`src/hw/rtl/assert_macros.svh`:
```
`ifndef ASSERT_MACROS_SVH
`define ASSERT_MACROS_SVH
// same-cycle implication
`define AST_IMP(lbl, a, c) \
  lbl: assert property (@(posedge clk_i) disable iff (!rst_ni) (a) |-> (c)) \
    else $error("assertion failed");
// next-cycle implication
`define AST_NXT(lbl, a, c) \
  lbl: assert property (@(posedge clk_i) disable iff (!rst_ni) (a) |=> (c)) \
    else $error("assertion failed");
`endif

```
`src/hw/rtl/dmf_pkg.sv`:
```
`default_nettype none
package dmf_pkg;
  localparam logic signed [31:0] PdgNegMu = 32'sd13;
  localparam logic signed [31:0] PdgPosMu = -32'sd13;
  localparam logic signed [31:0] PdgPosK  = 32'sd321;
  localparam logic signed [31:0] PdgNegK  = -32'sd321;

  localparam logic [1:0] KindNegMu = 2'd0;
  localparam logic [1:0] KindPosMu = 2'd1;
  localparam logic [1:0] KindPosK  = 2'd2;
  localparam logic [1:0] KindNegK  = 2'd3;

  localparam logic [2:0] LastPair = 3'd5;

  typedef struct packed {
    logic signed [31:0] pdg_code;
    logic signed [19:0] mom_x;
    logic signed [19:0] mom_y;
    logic signed [19:0] mom_z;
    logic               last_particle;
  } in_t;

  typedef struct packed {
    logic        event_accepted;
    logic [31:0] accepted_total;
    logic        list_overflow;
  } out_t;

  typedef struct packed {
    logic signed [19:0] x;
    logic signed [19:0] y;
    logic signed [19:0] z;
  } vec_t;

  typedef struct packed {
    logic load;
    logic init;
    logic mul;
    logic next_pair;
    logic next_combo;
    logic finish;
    logic acc;
  } cmd_t;

  typedef struct packed {
    logic empty;
    logic dot_ok;
    logic last_pair;
    logic last_combo;
  } sts_t;

  function automatic logic [1:0] pair_a(input logic [2:0] p);
    case (p)
      3'd0, 3'd1, 3'd3: pair_a = KindNegMu;
      3'd2, 3'd4:       pair_a = KindPosMu;
      default:          pair_a = KindPosK;
    endcase
  endfunction

  function automatic logic [1:0] pair_b(input logic [2:0] p);
    case (p)
      3'd0:       pair_b = KindPosMu;
      3'd1, 3'd2: pair_b = KindPosK;
      default:    pair_b = KindNegK;
    endcase
  endfunction
endpackage
`default_nettype wire

```
`src/hw/rtl/dmf_ctrl.sv`:
```
`default_nettype none
module dmf_ctrl (
  input  wire logic          clk_i,
  input  wire logic          rst_ni,
  input  wire logic          start,
  input  wire logic          last_i,
  input  wire dmf_pkg::sts_t sts_i,
  output dmf_pkg::cmd_t      cmd_o,
  output logic               busy
);
  localparam logic [1:0] StIdle = 2'd0;
  localparam logic [1:0] StChk  = 2'd1;
  localparam logic [1:0] StMul  = 2'd2;
  localparam logic [1:0] StAdd  = 2'd3;

  logic [1:0] state_q, state_d;

  assign busy = (state_q != StIdle);

  always_comb begin
    cmd_o   = '0;
    state_d = state_q;
    case (state_q)
      StIdle: begin
        if (start) begin
          cmd_o.load = 1'b1;
          if (last_i) state_d = StChk;
        end
      end
      StChk: begin
        if (sts_i.empty) begin
          cmd_o.finish = 1'b1;
          state_d      = StIdle;
        end else begin
          cmd_o.init = 1'b1;
          state_d    = StMul;
        end
      end
      StMul: begin
        cmd_o.mul = 1'b1;
        state_d   = StAdd;
      end
      StAdd: begin
        if (sts_i.dot_ok) begin
          if (sts_i.last_pair) begin
            cmd_o.finish = 1'b1;
            cmd_o.acc    = 1'b1;
            state_d      = StIdle;
          end else begin
            cmd_o.next_pair = 1'b1;
            state_d         = StMul;
          end
        end else if (sts_i.last_combo) begin
          cmd_o.finish = 1'b1;
          state_d      = StIdle;
        end else begin
          cmd_o.next_combo = 1'b1;
          state_d          = StMul;
        end
      end
      default: state_d = StIdle;
    endcase
  end

  always_ff @(posedge clk_i or negedge rst_ni) begin
    if (!rst_ni) state_q <= StIdle;
    else         state_q <= state_d;
  end
endmodule
`default_nettype wire

```
`config.mk`:
```
export PLATFORM = sky130hd
export DESIGN_NAME = dmf_ctrl
export DESIGN_NICKNAME = d
export VERILOG_FILES = /design/src/hw/rtl/assert_macros.svh /design/src/hw/rtl/dmf_pkg.sv /design/src/hw/rtl/dmf_ctrl.sv
export SDC_FILE = /design/constraint.sdc
export NUM_CORES = 1
export LEC_CHECK = 0
export BUFFER_PORTS_ARGS = -buffer_cell sky130_fd_sc_hd__clkbuf_2
export CAP_MARGIN = 5
export CORE_AREA = 8 8 45 47
export DETAILED_ROUTE_END_ITERATION = 8
export DIE_AREA = 0 0 53 55
export GPL_TIMING_DRIVEN = 0
export HOLD_SLACK_MARGIN = 0.05
export PLACE_DENSITY = 0.32
export SYNTH_ARGS = -nofsm -noshare
export SYNTH_HDL_FRONTEND = slang
export SYNTH_SLANG_ARGS = --single-unit
export TNS_END_PERCENT = 20
```
`constraint.sdc`:
```
create_clock -name clk_i -period 0.9 [get_ports clk_i]
set_input_delay 0.045 -clock clk_i [delete_from_list [all_inputs] [get_ports clk_i]]
set_output_delay 0.045 -clock clk_i [all_outputs]
set_load 0.02 [all_outputs]
```
==> flow_metrics.tcl, run 1 <==
set metrics [dict create \
    antenna_found_initial 0 \
    synth_edf_count 0 \
    switchingPower_uw 446.1 \
    grt-ovfl-total 0 \
    clock_sinks 2 \
    ir_drop_mv 1.002 \
    setup_viol 9 \
    p_clk_share_pct 19.1 \
    worst_slack_ns -0.3162 \
    rows 14 \
    cp_max_fo 9 \
    hold_viol_final 0 \
    yosysTopAreaCellShare_pct 32.00 \
    yosysUniqueCellTypes 15 \
    seq_area_frac_synth_pct 32.00 \
    p_sw_share_pct 43.76 \
    viasPerCell 3.755 \
    crit_path_end_kind "output pin" \
    grt_max_degree 10 \
    final_cell_area_um2 319.1 \
    seqPwrFrac_pct 18.5 \
    powerDensity_nw_per_um2 3195 \
    path_class "flip-flop to output pin" \
    clkTransAtPathRegs_ns 0.03 \
    h-tree-depth 1 \
    drtIter0Drc 1 \
    fmax_ghz 0.8223 \
    die_y_um 55 \
    dp.cells 49 \
    dieArea_um2 2915 \
    nets 47 \
    root_buffer "clkbuf_4" \
    routed_wl_um 643 \
    cts_setup_buffers 0 \
    synth_area_leaders "dfrtp_1 (32%), nor3b_2 (8.0%), buf_6 (7.2%)" \
    cts_max_path_buffers 2 \
    leakage_nw 0.1605 \
    critPathRequiredTime_ns 0.85 \
    n_antenna_cell 0 \
    internal_power_uw 573.3 \
    slew_viol_final 0 \
    tns_ns -1.896 \
    finalCritPeriodShare_pct 135.1 \
    grt_pass1_vias 212 \
    drc_errors 0 \
    layout.cells.non_filler 53 \
    num_vias 199 \
    placed_area_um2 259.0 \
    arrival_ns 1.17 \
    syn_area_um2 156.4 \
    power.share.combinational_pct 62.4 \
    cts_tree "built" \
    pre_cts_slack_ns -0.1316 \
    met1_usage_pct 5.175 \
    fin_skew_ns 0.003220 \
    grt_pass1_wl_um 993 \
    numCtsBuffers 3 \
    failed_checks "negative setup slack" \
    start_util_pct 11.30 \
    syn2layout_area_growth_pct 104.0 \
    use_met2_pct 6.055 \
    ios 16 \
    top_usage_layer "met2" \
    die_w_um 53 \
    hold_depth 3 \
    maxCapViolations 0 \
    synth_largest_area_cell "dfrtp_1" \
    ys_async_sr_fraction_pct 100.0 \
    avgSynthCellArea_um2 8.689 \
    dp_hpwl_um 518.9 \
    place_congestion 0.7397 \
    synth_nets 26 \
    use_met3_pct 2.674 \
    top_register "state_q" \
    ys_warn_count 0 \
    synth-seq-cells 2 \
    status "finished, violations left" \
    synth-main-ff-cell "dfrtp_1" \
    synth_commonest_cells "a21oi_1 (2), dfrtp_1 (2), nor2_1 (2)" \
    fin_crit_ns 1.216 \
    dr.pass1.iters 3 \
    final_layout_size_suffix_gt1_share_pct 67.57 \
    tightest_slew_ns 0.1880 \
    maxSlewHeadroom_pct 87.11 \
    rsz0062_at_grt "yes" \
    track_usage_pct 4.757 \
    clock_latency_ns 0.22 \
    io_buffers 15 \
    worstHoldPathType "primary input to flip-flop" \
    start_kind "flip-flop" \
    ant_nets 0 \
    biggestRegsByFlops "state_q x2" \
    postSynthCellCount 18 \
    largest_reg_flops 2 \
    reg2regPathDepth 2 \
    wl_per_cell_um 12.13 \
    core-area_um2 1384 \
]
[worst max-delay path, stage by stage (launching register included)]
cell      delay (ns)
dfrtp_1         0.36
buf_6           0.13
or2_4           0.23
nor2_2          0.09
clkbuf_8        0.15
[cell type report]
class / count / area (µm²)
flip-flops and latches: 2 / 51.30
fillers: 165 / 1065
inverters: 1 / 3.754
multi-input cells: 14 / 106.4
well taps: 16 / 20.02
clock buffers: 3 / 22.52
plain buffers: 1 / 11.26
repair buffers: 16 / 103.9
[per-layer routing]
layer	vias to the layer above	share of wire [%]	routed length [µm]
met1	85	36	234
met5	-	0	0
met3	0	20	130
li1	102	-	-
met2	12	43	278
met4	0	0	0
[worst paths after layout]
kind	startpoint	endpoint	slack, ns
worst min register to register	state_q[0]	state_q[0]	0.51
worst max register to register	state_q[0]	state_q[1]	-0.12
min in group asynchronous	rst_ni	state_q[0]	0.14
worst max-delay path	state_q[1]	cmd_o[6]	-0.32
worst min-delay path	last_i	state_q[0]	0.09
max in group asynchronous	rst_ni	state_q[0]	0.65
[stage by stage]
step | util, % | power [mW] | hold slack, ns
detailed placement | 18.72 | 0.7576 | -0.1677
CTS | 22.06 | 1.012 | 0.09220
global placement | 18.72 | 0.7425 | -0.1695
global route | 23.06 | 1.116 | 0.1299
floorplan | - | 0.5644 | -0.2506
finish | 23.06 | 1.019 | 0.08826
[cells in the final DEF, fill, tap and decap left out]
| cell | instances |
|---|---|
| clkbuf_4 | 4 |
| inv_1 | 1 |
| buf_4 | 3 |
| nor2b_1 | 1 |
| a21oi_1 | 2 |
| dlygate4sd3_1 | 1 |
| buf_6 | 1 |
| buf_2 | 3 |
| nor2_2 | 1 |
| nor3b_2 | 2 |
| and4_1 | 1 |
| dfrtp_2 | 1 |
| nand2_1 | 1 |
| nor2_1 | 1 |
| a211o_1 | 1 |
| mux2i_1 | 1 |
| or2_4 | 1 |
| dfrtp_1 | 1 |
| clkbuf_2 | 7 |
| nor3_2 | 1 |
| o21ai_0 | 1 |
| clkbuf_8 | 1 |
[power by group through the flow]
stage	logic [mW]	clock network [mW]	registers (mW)
global placement	0.561	0	0.181
finish	0.636	0.195	0.189
detailed placement	0.573	0	0.184
floorplan	0.395	0	0.170
global route	0.696	0.219	0.200
CTS	0.615	0.212	0.185
[cell families after synthesis]
family | count (synthesis) | share of synthesized area, %
and+or+nand+nor | 9 | 36.80
buffers and inverters | 2 | 9.597
AOI/OAI and AO/OA | 4 | 15.20
muxes | 1 | 6.400
DFF | 2 | 32.00
[timing repair]
item,CTS,global route
hold buffers,1,0
hold endpoints to repair,2,0
endpoints found under the setup margin,9,9
pin swaps,2,1
resized for setup,4,11
Note: power is estimated with default switching activity, not from simulation.
==> run 2: changes to the inputs <==
Settings changed: ABC_AREA set to 1, SLEW_MARGIN set to 5.
==> flow_metrics.tcl, run 2 <==
set metrics [dict create \
    nets 58 \
    final_cell_area_um2 345.3 \
    fin_util_pct 24.95 \
    grt_pass1_vias 233 \
    crit_path_end_kind "output pin" \
    grt-ovfl-total 0 \
    layout_commonest_cell "clkbuf_2" \
    yosysMostFrequentCell "nand2_1" \
    finalCritPeriodShare_pct 123.4 \
    synth_commonest_cells "nand2_1 (7), inv_1 (6), a21oi_1 (3), nor2_1 (3), nor3_1 (3)" \
    arrival_ns 1.07 \
    clkTransAtPathRegs_ns 0.03 \
    synth_nets 34 \
    postSynthCellCount 26 \
    cts_tree "built" \
    maxSlewHeadroom_pct 89.40 \
    antenna_found_initial 0 \
    maxCapViolations 0 \
    crit_top_cell "nand2_1" \
    routed_wl_um 561 \
    die_y_um 55 \
    path_class "flip-flop to output pin" \
    worst_slack_ns -0.2105 \
    seq_area_frac_synth_pct 33.06 \
    placed_area_um2 249.0 \
    critPathRequiredTime_ns 0.85 \
    slew_viol_final 0 \
    yosysTopAreaCellShare_pct 33.06 \
    avgSynthCellArea_um2 5.823 \
    hold_viol_final 0 \
    yosysUniqueCellTypes 8 \
    layout_common_cells "clkbuf_2 (7), nand2_1 (6), buf_4 (6)" \
    cp_slowest_stage_delay_ns 0.43 \
    final_layout_size_suffix_gt1_share_pct 58.33 \
    num_vias 234 \
    cp_max_fo 6 \
    dr.pass1.iters 1 \
    failed_checks "negative setup slack" \
    powerDensity_nw_per_um2 3040 \
    top_register "state_q" \
    leakage_nw 0.1940 \
    pre_cts_slack_ns -0.02185 \
    start_kind "flip-flop" \
    io_buffers 15 \
    ir_drop_mv 1.061 \
    worstHoldPathType "primary input to flip-flop" \
    rsz0062_at_grt "yes" \
    start_util_pct 10.94 \
    syn_area_um2 151.4 \
    drc_errors 0 \
    core-area_um2 1384 \
    die_w_um 53 \
    place_congestion 0.7136 \
    nFillCells 166 \
    ios 16 \
    grt_max_degree 7 \
    dp_hpwl_um 448.2 \
    biggestRegsByFlops "state_q x2" \
    synth-main-ff-cell "dfrtp_1" \
    fin_skew_ns 0.004175 \
    n_antenna_cell 0 \
    dieArea_um2 2915 \
    clock_latency_ns 0.22 \
    drtIter0Drc 0 \
    h-tree-depth 1 \
    ant_nets 0 \
    cts_max_path_buffers 2 \
    tightest_slew_ns 0.1578 \
    rows 14 \
    setup_viol 8 \
    synth_largest_area_cell "dfrtp_1" \
    ys_warn_count 0 \
    syn2layout_area_growth_pct 128.1 \
    wl_per_cell_um 8.766 \
    power_mw 1.050 \
    largest_reg_flops 2 \
    status "finished, violations left" \
    synth-seq-cells 2 \
    fin_crit_ns 1.110 \
    track_usage_pct 4.153 \
    path_cells "nand2_2 > inv_2 > nand2_1 > nand2_1 > clkbuf_8" \
    synth_edf_count 0 \
    grt_pass1_wl_um 883 \
    fmax_ghz 0.9005 \
    ys_async_sr_fraction_pct 100.0 \
    numCtsBuffers 3 \
    synth_area_leaders "dfrtp_1 (33%), nand2_1 (17%), inv_1 (15%)" \
    crit_slowest_cell "dfrtp_2" \
    clock_sinks 2 \
    viasPerCell 3.656 \
    root_buffer "clkbuf_4" \
]
==> run 2: cell types whose count changed in the layout (fill, tap and decap cells not counted), moves of 2 or more <==
| cell | change |
|---|---|
| nand2_1 | +5 |
| nor3b_2 | -2 |
| buf_4 | +3 |
| inv_1 | +2 |
| nor3_1 | +2 |
| nand2_2 | +2 |
| buf_2 | -2 |
| inv_2 | +3 |
==> run 2: area by class of cell <==
cell class | count | area, µm² | share of cell area [%]
repair buffers | 19 | 140.1 | 40.58
multi-input cells | 18 | 88.84 | 25.72
flip-flops and latches | 2 | 51.30 | 14.86
clock buffers | 3 | 22.52 | 6.522
inverters | 6 | 22.52 | 6.522
well taps | 16 | 20.02 | 5.797
==> run 2: path summary, 6_finish.rpt <==
path / end / slack [ns] / start / depth (start not counted)
max in group asynchronous: state_q[0] / 0.64 / rst_ni / 2
min in group asynchronous: state_q[1] / 0.15 / rst_ni / 2
min: state_q[0] / 0.05 / start / 3
min reg2reg: state_q[0] / 0.61 / state_q[0] / 2
max: cmd_o[1] / -0.21 / state_q[0] / 5
max reg2reg: state_q[0] / 0.07 / state_q[1] / 3
==> run 2: critical path, delay by kind of cell (launching register included) <==
kind                   cells  cell delay [ns]
AND/OR/NAND/NOR            3             0.23
flip-flops                 1             0.43
buffers and inverters      2             0.19
==> run 2: stage by stage <==
step           hold WS, ns  setup TNS [ns]  std cells
6_report           0.05390          -1.219         64
5_1_grt            0.05737          -1.694         64
4_1_cts            0.05614          -1.454         62
3_5_place_dp       -0.1656        -0.04537         57
3_3_place_gp       -0.1648        -0.09778         57
2_1_floorplan      -0.2506         -0.3017         26
==> run 2: where the power goes <==
group          switching, mW  leakage, nW  total, mW  internal, mW
clock network         0.0469       0.0138      0.194         0.147
registers             0.0712       0.0220      0.212         0.141
logic                  0.353        0.158      0.644         0.292
total                  0.471        0.194       1.05         0.579
==> run 2: what timing repair did <==
action,in CTS,in global routing
gates resized for setup,12,8
setup buffers,0,2
hold endpoints to repair,3,0
setup endpoints to repair,8,8
pin swaps,1,1
hold buffers,2,0
==> run 2: layer usage <==
metal | up-vias | track usage (%) | part of all wire [%]
met5 | - | 0 | 0
met4 | 0 | 2.586 | 0
met3 | 0 | 2.941 | 13
met2 | 10 | 7.031 | 46
met1 | 100 | 3.495 | 41
li1 | 124 | - | -
==> run 2: logic make-up after synthesis <==
kind of cell,share of synthesized area (%)
and+or+nand+nor,42.15
buffers and inverters,14.87
AOI/OAI and AO/OA,9.914
DFF,33.06
